**config.mk**
```make
export PLATFORM = sky130hd
export DESIGN_NAME = double_ended_queue_top
export DESIGN_NICKNAME = d
export VERILOG_FILES = /design/src/rtl/dq_pkg.sv /design/src/rtl/dq_ram.sv /design/src/rtl/double_ended_queue_top.sv
export SDC_FILE = /design/constraint.sdc
export NUM_CORES = 1
export LEC_CHECK = 0
export BUFFER_PORTS_ARGS = -buffer_cell sky130_fd_sc_hd__clkbuf_2
export CAP_MARGIN = 20
export CORE_MARGIN = 5
export CORE_UTILIZATION = 56
export DETAILED_ROUTE_END_ITERATION = 16
export HOLD_SLACK_MARGIN = 0.12
export MAX_ROUTING_LAYER = met4
export PLACE_DENSITY = 0.76
export SLEW_MARGIN = 10
export SYNTH_ARGS = -nofsm -noshare
export SYNTH_HDL_FRONTEND = slang
export SYNTH_SLANG_ARGS = --single-unit
```
**constraint.sdc**
```tcl
create_clock -name clk -period 3.7 [get_ports clk]
set_clock_uncertainty 0.1 [all_clocks]
set_input_delay 0.37 -clock clk [delete_from_list [all_inputs] [get_ports clk]]
set_output_delay 0.37 -clock clk [all_outputs]
set_load 0.05 [all_outputs]
```
**src/rtl/dq_pkg.sv**
```systemverilog
// Package for the double-ended queue: item types, operation and status codes.
package dq_pkg;

	// Default number of entries held in the ring.
	localparam int unsigned CAPACITY_DEFAULT = 16;

	// Operation codes of an input item.
	localparam logic [1:0] OP_PUSH_FRONT = 2'd0;
	localparam logic [1:0] OP_PUSH_BACK  = 2'd1;
	localparam logic [1:0] OP_POP_FRONT  = 2'd2;
	localparam logic [1:0] OP_POP_BACK   = 2'd3;

	// Status codes of a result item.
	localparam logic [1:0] ST_OK        = 2'd0;
	localparam logic [1:0] ST_UNDERFLOW = 2'd1;
	localparam logic [1:0] ST_OVERFLOW  = 2'd2;

	// One input item.
	typedef struct packed {
		logic [1:0]         mode;
		logic signed [31:0] value;
	} cmd_item_t;

	// One result item.
	typedef struct packed {
		logic signed [31:0] popped_value;
		logic [1:0]         status;
		logic [4:0]         occupancy;
	} rsp_item_t;

endpackage

```
**src/rtl/dq_ram.sv**
```systemverilog
// Generic single-write, single-read synchronous RAM with a registered read.
module dq_ram #(
	parameter int unsigned WIDTH = 32,
	parameter int unsigned DEPTH = 16
) (
	input  logic                     clk,
	input  logic                     we,
	input  logic [$clog2(DEPTH)-1:0] waddr,
	input  logic [WIDTH-1:0]         wdata,
	input  logic                     re,
	input  logic [$clog2(DEPTH)-1:0] raddr,
	output logic [WIDTH-1:0]         rdata
);

	logic [WIDTH-1:0] mem_q [DEPTH];

	// Write port.
	always_ff @(posedge clk) begin
		if (we) begin
			mem_q[waddr] <= wdata;
		end
	end

	// Read port, registered: data available in the cycle after the address.
	always_ff @(posedge clk) begin
		if (re) begin
			rdata <= mem_q[raddr];
		end
	end

endmodule

```
**src/rtl/double_ended_queue_top.sv**
```systemverilog
// Bounded double-ended queue of signed 32-bit words held in a ring buffer RAM.
//
// Input channel cmd (cmd_valid, cmd_stall, cmd): each item is a push at the
// front, a push at the back, a pop from the front or a pop from the back.
// Output channel rsp (rsp_valid, rsp_stall, rsp): exactly one result item per
// input item, in order, carrying the popped word, a status and the count of
// entries held after the step.
// A push, a rejected push (overflow) and a pop from an empty queue have their
// result registered at the edge that accepts the item.
// A successful pop takes its word from the entry RAM: the RAM read register,
// then the result register; cmd_stall is held high during the read.
// Sustained rate: one item per cycle for pushes while rsp_stall is low.
// The result register parts the two channels: a new item is taken in the
// same cycle as the waiting result is taken. While rsp_stall is high and a
// result waits, cmd_stall is high.
// Reset empties the queue (front index and count cleared); the RAM contents
// are left as they are and are only read at positions written by a push.
module double_ended_queue_top #(
	parameter int unsigned CAPACITY = dq_pkg::CAPACITY_DEFAULT
) (
	input  logic              clk,
	input  logic              arst_n,
	input  logic              cmd_valid,
	output logic              cmd_stall,
	input  dq_pkg::cmd_item_t cmd,
	output logic              rsp_valid,
	input  logic              rsp_stall,
	output dq_pkg::rsp_item_t rsp
);

	localparam int unsigned IDX_W = $clog2(CAPACITY);
	localparam int unsigned CNT_W = $clog2(CAPACITY + 1);
	localparam int unsigned SUM_W = IDX_W + 1;

	localparam logic S_IDLE = 1'b0;
	localparam logic S_READ = 1'b1;

	logic             state_q;
	logic [IDX_W-1:0] head_q;
	logic [CNT_W-1:0] count_q;
	logic             rsp_valid_q;
	dq_pkg::rsp_item_t rsp_q;

	logic             rsp_free;
	logic             cmd_take;
	logic             is_push;
	logic             is_front;
	logic             full;
	logic             empty;
	logic [IDX_W-1:0] head_prev;
	logic [IDX_W-1:0] head_next;
	logic [SUM_W-1:0] back_sum;
	logic [SUM_W-1:0] back_wrap;
	logic [IDX_W-1:0] back_pos;
	logic [CNT_W-1:0] back_off;

	logic             ram_we;
	logic [IDX_W-1:0] ram_waddr;
	logic             ram_re;
	logic [IDX_W-1:0] ram_raddr;
	logic [31:0]      ram_rdata;

	// Handshake: an item is taken when no pop read is pending and the result
	// register is empty or being emptied.
	assign rsp_free  = !rsp_valid_q || !rsp_stall;
	assign cmd_stall = (state_q == S_READ) || !rsp_free;
	assign cmd_take  = cmd_valid && !cmd_stall;
	assign rsp_valid = rsp_valid_q;
	assign rsp       = rsp_q;

	assign is_push  = !cmd.mode[1];
	assign is_front = (cmd.mode == dq_pkg::OP_PUSH_FRONT) ||
	                  (cmd.mode == dq_pkg::OP_POP_FRONT);
	assign full     = (count_q == CNT_W'(CAPACITY));
	assign empty    = (count_q == '0);

	// Ring position arithmetic around the front index.
	assign head_prev = (head_q == '0) ? IDX_W'(CAPACITY - 1) : head_q - 1'b1;
	assign head_next = (head_q == IDX_W'(CAPACITY - 1)) ? '0 : head_q + 1'b1;

	// Back position: front plus count for a push, plus count minus one for a pop.
	assign back_off  = is_push ? count_q : count_q - 1'b1;
	assign back_sum  = SUM_W'(head_q) + SUM_W'(back_off);
	assign back_wrap = back_sum - SUM_W'(CAPACITY);
	assign back_pos  = (back_sum >= SUM_W'(CAPACITY)) ? back_wrap[IDX_W-1:0]
	                                                  : back_sum[IDX_W-1:0];

	// RAM accesses: pushes into a queue with room write, successful pops read.
	assign ram_we    = cmd_take && is_push && !full;
	assign ram_waddr = is_front ? head_prev : back_pos;
	assign ram_re    = cmd_take && !is_push && !empty;
	assign ram_raddr = is_front ? head_q : back_pos;

	dq_ram #(
		.WIDTH (32),
		.DEPTH (CAPACITY)
	) u_entry_ram (
		.clk   (clk),
		.we    (ram_we),
		.waddr (ram_waddr),
		.wdata (cmd.value),
		.re    (ram_re),
		.raddr (ram_raddr),
		.rdata (ram_rdata)
	);

	// Queue state and sequencing of pop reads.
	always_ff @(posedge clk or negedge arst_n) begin
		if (!arst_n) begin
			state_q <= S_IDLE;
			head_q  <= '0;
			count_q <= '0;
		end else begin
			unique case (state_q)
				S_IDLE: begin
					if (ram_we) begin
						count_q <= count_q + 1'b1;
						if (is_front) begin
							head_q <= head_prev;
						end
					end else if (ram_re) begin
						count_q <= count_q - 1'b1;
						state_q <= S_READ;
						if (is_front) begin
							head_q <= head_next;
						end
					end
				end
				S_READ: begin
					state_q <= S_IDLE;
				end
				default: begin
					state_q <= S_IDLE;
				end
			endcase
		end
	end

	// Result valid flag.
	always_ff @(posedge clk or negedge arst_n) begin
		if (!arst_n) begin
			rsp_valid_q <= 1'b0;
		end else if ((cmd_take && !ram_re) || (state_q == S_READ)) begin
			rsp_valid_q <= 1'b1;
		end else if (!rsp_stall) begin
			rsp_valid_q <= 1'b0;
		end
	end

	// Result payload: immediate for pushes and failed pops, from the RAM for pops.
	always_ff @(posedge clk) begin
		if (state_q == S_READ) begin
			rsp_q.popped_value <= ram_rdata;
			rsp_q.status       <= dq_pkg::ST_OK;
			rsp_q.occupancy    <= 5'(count_q);
		end else if (cmd_take && !ram_re) begin
			rsp_q.popped_value <= '0;
			if (is_push && full) begin
				rsp_q.status    <= dq_pkg::ST_OVERFLOW;
				rsp_q.occupancy <= 5'(count_q);
			end else if (!is_push) begin
				rsp_q.status    <= dq_pkg::ST_UNDERFLOW;
				rsp_q.occupancy <= 5'(count_q);
			end else begin
				rsp_q.status    <= dq_pkg::ST_OK;
				rsp_q.occupancy <= 5'(count_q + 1'b1);
			end
		end
	end

	// The count never goes beyond the capacity.
	a_count_bound: assert property (@(posedge clk) disable iff (!arst_n)
		count_q <= CNT_W'(CAPACITY))
		else $error("entry count beyond capacity");

	// The front index always names a ring position.
	a_head_bound: assert property (@(posedge clk) disable iff (!arst_n)
		head_q <= IDX_W'(CAPACITY - 1))
		else $error("front index outside the ring");

	// A RAM read is always followed by a result built from its data.
	a_read_result: assert property (@(posedge clk) disable iff (!arst_n)
		ram_re |=> (state_q == S_READ) ##1 rsp_valid_q)
		else $error("pop read did not produce a result");

	// No item is taken while a pop read is pending.
	a_read_interlock: assert property (@(posedge clk) disable iff (!arst_n)
		(state_q == S_READ) |-> !cmd_take)
		else $error("item accepted during a pop read");

	// A waiting result is never overwritten before it is taken.
	a_rsp_hold: assert property (@(posedge clk) disable iff (!arst_n)
		(rsp_valid_q && rsp_stall) |=> rsp_valid_q && $stable(rsp_q))
		else $error("stalled result changed");

endmodule
```
* Word level (Yosys, flattened, before mapping)
Memory sizes are Yosys's and may differ from the RTL's. A register that Yosys moved wholly into a read port is not among the register bits.
Index checks and enable logic that the tools add are counted.
** Operators by class
- Bitwise logic cells :: 1
- Add/sub/neg operators :: 6
- Mux-type cells :: 23
- Eq/ne operators :: 6
- Reductions and logical operators :: 26
- $lt $le $gt $ge :: 1
** Operator list (count)
- two-way mux 39 bit :: 2
- two-way mux 4 bit :: 9
- two-way mux 5 bit :: 3
- logical NOT 1 bit :: 8
- subtractor 4 x 1 -> 4 bit (second input constant) :: 2
- logical AND 1 bit :: 7
- two-way mux 7 bit :: 1
- two-way mux 1 bit :: 6
- two-way mux 6 bit :: 1
- adder 4 x 5 -> 5 bit :: 1
- adder 5 x 1 -> 5 bit (second input constant) :: 1
- == test 5 bit (second input constant) :: 1
- >= comparator 5 bit (second input constant) :: 1
- logical NOT 5 bit :: 1
- subtractor 5 x 1 -> 5 bit (second input constant) :: 1
- adder 4 x 1 -> 4 bit (second input constant) :: 1
- == test 4 bit (second input constant) :: 1
- logical NOT 4 bit :: 1
- logical OR 1 bit :: 4
- != test 2 bit (second input constant) :: 2
- AND reduction 4 bit :: 1
- nonzero test 2 bit :: 2
- == test 2 bit (second input constant) :: 1
- logical NOT 2 bit :: 1
- 4 further kinds :: 4
** Word-level totals
- Memories kept :: 1
- Flip-flop bits (word level) :: 50
- Memory bits (writable) :: 512
** Memories
- u_entry_ram.mem_q :: words 16, bits a word 32, read ports 1, clocked after Yosys merged registers in 1, wr ports 1, RTL line dq_ram.sv:15 : logic [WIDTH-1:0] mem_q [DEPTH];

* Longest topological paths before layout
- Word-level depth :: 12
- Gate-level depth with buffers :: 14
- Gate-level depth less buffers :: 10

* Cells and area by module
From an unflattened synthesis, not the netlist that was laid out.
** Second synthesis, totals
- Cell total of the unflattened synthesis :: 1062
- Area total of the unflattened synthesis :: 22801.9 um^2
** By module, submodules not included
- dq_ram :: times used 1, area each 20174.3 um^2, cells an instance 838
- double_ended_queue_top :: times used 1, area each 2627.5 um^2, cells an instance 224

* Worst setup path after synthesis
OpenSTA, ideal clock, no wires.
- Path type :: register -> register
- Start point :: reg count_q[0]
- End point :: mem u_entry_ram.mem_q[12][0] (enable)
- Setup time :: 0.421 ns
- Path buffers :: 1
- Cell stages (with the launch flop) :: 10
- Data required time :: 3.179 ns
- Arrival time :: 3.466 ns
- Path slack :: -0.287 ns
- Clock period less this slack :: 3.987 ns
- Path through :: dfrtp_1 buf_6 inv_1 ha_1 mux2i_1 inv_1 fa_1 xnor2_1 a32oi_1 nor2_1
** On the way
- Longest elaborated chain between the ends :: 6
- Elaborated cells between the ends (all ways) :: 12
- Classes of those cells :: 3 x add/sub; 1 x order compare; 1 x eq/ne; 5 x mux; 2 x reduce/logical
** RTL lines
- from (decl) :: RTL line double_ended_queue_top.sv:40 : logic [CNT_W-1:0] count_q;
- from (signal assigned) :: RTL line double_ended_queue_top.sv:117 : count_q <= count_q + 1'b1;
- from (signal assigned) :: RTL line double_ended_queue_top.sv:122 : count_q <= count_q - 1'b1;
- subtractor 5 x 1 -> 5 bit :: RTL line double_ended_queue_top.sv:82 : assign back_off = is_push ? count_q : count_q - 1'b1;
- two-way mux 5 bit :: RTL line double_ended_queue_top.sv:82
- adder 4 x 5 -> 5 bit :: RTL line double_ended_queue_top.sv:83 : assign back_sum = SUM_W'(head_q) + SUM_W'(back_off);
- subtractor 4 x 1 -> 4 bit / >= comparator 5 bit (equally long branches) :: RTL line double_ended_queue_top.sv:84, double_ended_queue_top.sv:85
- two-way mux 4 bit :: RTL line double_ended_queue_top.sv:85 : assign back_pos = (back_sum >= SUM_W'(CAPACITY)) ? back_wrap[IDX_W-1:0]
- two-way mux 4 bit :: RTL line double_ended_queue_top.sv:90 : assign ram_waddr = is_front ? head_prev : back_pos;
- to (decl) :: RTL line dq_ram.sv:15
Several ways; a longest one is shown, not always the timed one.

* Worst setup path in the final report
- Start point :: reg count_q[0]
- End point :: mem u_entry_ram.mem_q[8][9] (enable)
Same word-level chain as after synthesis.

==> summary.txt <==
Global route
  • Initial antenna violation count: 0
  • Remaining global-route overflow: 0
  • Vias in the first global route: 13900
  • Pin count of the biggest net entering global routing: 46
  • GRT Total Usage: 24.6%
  • First-pass GRT wire length: around 85000 um

Detailed routing
  • DR WL/cell: 24.9 um
  • Final wirelength: between 50000 and 60000 um
  • Antenna viol nets, final: 0
  • DR pass1 iterations: 5
  • DR iter-0 viols: approximately 1300
  • Via/cell ratio: 6.16
  • DR vias: ~14000
  • DR DRC count: 0

CTS
  • H-Tree Level Count: 2
  • CTS tree: done
  • Root Driver: clkbuf_16
  • Post-CTS Hold Fix Bufs: 30
  • CTS Buffer Depth: 3
  • Post-CTS Resized: 0
  • Num CTS Buffers: 57
  • Total clock sinks: 594
  • Clock-pin slew on the worst setup and hold paths: 70 ps
  • Setup Buffers After CTS: 0
  • Clock latency on the worst-skew pair: ~600 ps

Setup path
  • Crit-path max cell delay: between 800 and 900 ps
  • CP Data Required Time: between 3000 and 4000 ps
  • Reg2Reg Depth: 10
  • Worst Setup End Kind: flip-flop
  • Crit Reg-Reg Endpoint: u_entry_ram.mem_q[8][9]
  • Buf+Inv Stages, Crit Path: 4
  • Crit Path Class: flip-flop to flip-flop
  • WP data arrival: between 3000 and 4000 ps
  • Worst Path Max Fanout: 19
  • CP delay by family, top: compound AO/OA/AOI/OAI gates
  • Worst reg2reg setup slack: 180 ps
  • CP startpoint: count_q[0]
  • Crit path cell chain: inv_1 -> ha_1 -> mux2i_1 -> inv_1 -> fa_1 -> xor2_1 -> buf_4 -> a32oi_1 -> nor2_4 -> buf_4
  • Startpoint Class: flip-flop
  • Worst R2R Start: count_q[0]
  • Slowest CP cell: a32oi_1

Floorplan
  • CORE AREA: roughly 42000 um2
  • Die span in x: ~220 um
  • Chip Height: 215 um
  • Row cnt: 75
  • # IOs: ~80
  • Initial core utilization: 56.5%
  • Die Area: around 46000 um2

Place
  • Placed cells: 2093
  • Port bufs: approximately 80
  • Setup WS pre-CTS: 193 ps
  • GPL Wtd Cong: 0.870
  • Post-detail-place hpwl: 33400 um
  • DP Area: 25700 um2

Timing
  • Final setup fails: 0
  • Fin. Hold Viols: 0
  • Post-layout min period: 3520 ps
  • RSZ-0062 raised after global routing: no
  • Final slew viol count: 0
  • Hold Slack: 140 ps
  • Tcrit/Tclk final: a little over nine tenths
  • Pin slew with the least headroom to its limit: 1040 ps
  • Slew Limit Headroom: between 30% and 40%
  • Max Freq: around 280 MHz
  • Post-route setup slack: 182 ps

Yosys
  • Syn nets: 1528
  • Number of synthesized flops with an enable pin: 581
  • Main synth FF type: edfxtp_1
  • Syn Inst Count: approximately 1500
  • Distinct cells, synth: 50
  • Synthesized area: 23600 um2
  • Syn avg cell area: 16.0 um2
  • Yosys warns: 0
  • Seq/Total Area, Yosys: around 75%
  • Async SR Flop Fraction: 1.85%
  • Synthesis-stage register bit count: slightly below 600

Min path
  • Hold Path Stages: 1
  • Hold WC Path Type: input port to flip-flop
  • Hold wc startpoint: cmd[25]
  • Hold EP: u_entry_ram.mem_q[5][25]

Finish
  • P&R area growth vs syn: 17.7%
  • Most frequent cells in the layout: edfxtp_1 (581), nand2_1 (226), mux2i_1 (155)
  • Share of cells above drive strength 1: 18.4%
  • Final instance area: 27800 um2
  • Final Core Density: 66.5%
  • Most common cell after layout, fill and taps aside: edfxtp_1
  • Layout Nets: ~1700
  • Inserted Diodes: 0
  • Post-Layout Cell Count: around 2200

Flow run
  • MaxCap Viol Count: 0

Outcome
  • Status: complete, no violations

Power
  • Maximum vdd drop: 0.000825 V
  • Leak: 9.74 nW
  • Pwr/cell area: 933 nW/um2
layout make-up:
cell class | count | area [um2]
clock buffer | 71 | 1480
clock inverter | 31 | 372
fill | 2785 | 14000
inverter | 13 | 48.8
multi-input combinational | 782 | 5720
sequential | 594 | 17800
tap | 539 | 674
timing repair buffer | 195 | 1770
per-stage QoR:
step                      TNS, ps  total power, W
after floorplan           -125360          0.0158
after global placement          0          0.0199
after detailed placement        0          0.0202
after CTS                       0          0.0260
after global routing            0          0.0271
final                           0          0.0260
layer usage:
layer	vias to the layer above	track usage, %	routed length (um)
met1	6860	33.6	22500
met2	659	38.7	26900
met3	106	4.55	4780
li1	6071	-	-
met5	-	-	0
met4	0	6.78	1320
where the power goes:
group | internal, W | switching (W)
registers | 0.00839 | 0.000262
clock network | 0.00339 | 0.00241
logic | 0.00437 | 0.00714
total | 0.0161 | 0.00981
cell usage after synthesis, types with 5 or more instances:
master / number / area (um2)
a21oi_1: 14 / 70.1
a22o_1: 56 / 490
a32o_1: 8 / 80.1
a32oi_1: 36 / 315
and2_1: 35 / 219
buf_2: 21 / 105
clkbuf_1: 62 / 233
dfrtp_1: 11 / 275
edfxtp_1: 581 / 17400
ha_1: 9 / 113
inv_1: 13 / 48.8
mux2i_1: 156 / 1560
nand2_1: 226 / 848
nand3_1: 69 / 345
nor2_1: 30 / 113
o2111ai_1: 32 / 280
o21ai_0: 17 / 85.1
o31ai_1: 5 / 37.5
o31ai_2: 29 / 363
o32ai_1: 6 / 52.6
xnor2_1: 9 / 78.8
xor2_1: 7 / 61.3
worst max-delay path by stage:
stage	endpoint	depth (start not counted)
floorplan	u_entry_ram.mem_q[12][0]	9
global placement	u_entry_ram.mem_q[8][7]	10
detailed placement	u_entry_ram.mem_q[8][7]	10
CTS	u_entry_ram.mem_q[8][6]	10
global route	u_entry_ram.mem_q[8][6]	10
finish	u_entry_ram.mem_q[8][9]	10
logic make-up after synthesis:
group	Yosys count	synth area share, %
adders and majority gates	10	0.561
DFF	594	75.2
and+or+nand+nor	386	7.30
buffers and inverters	104	1.89
xor gates and xnor gates	16	0.593
AOI/OAI and AO/OA	212	7.78
muxes	158	6.72
worst register-to-register path, stage by stage (launching register included):
cell and delay [ps]:
dfrtp_1 370, inv_1 120, ha_1 280, mux2i_1 250, inv_1 100, fa_1 420
xor2_1 180, buf_4 190, a32oi_1 850, nor2_4 70, buf_4 290
flip-flops by register name, summed over array words and instances, names as in the netlist:
register           flops
count_q                5
head_q                 4
state_q                1
u_entry_ram.mem_q    512
u_entry_ram.rdata     32
rsp_valid              1
rsp                   39
(Power assumes the default switching activity.)
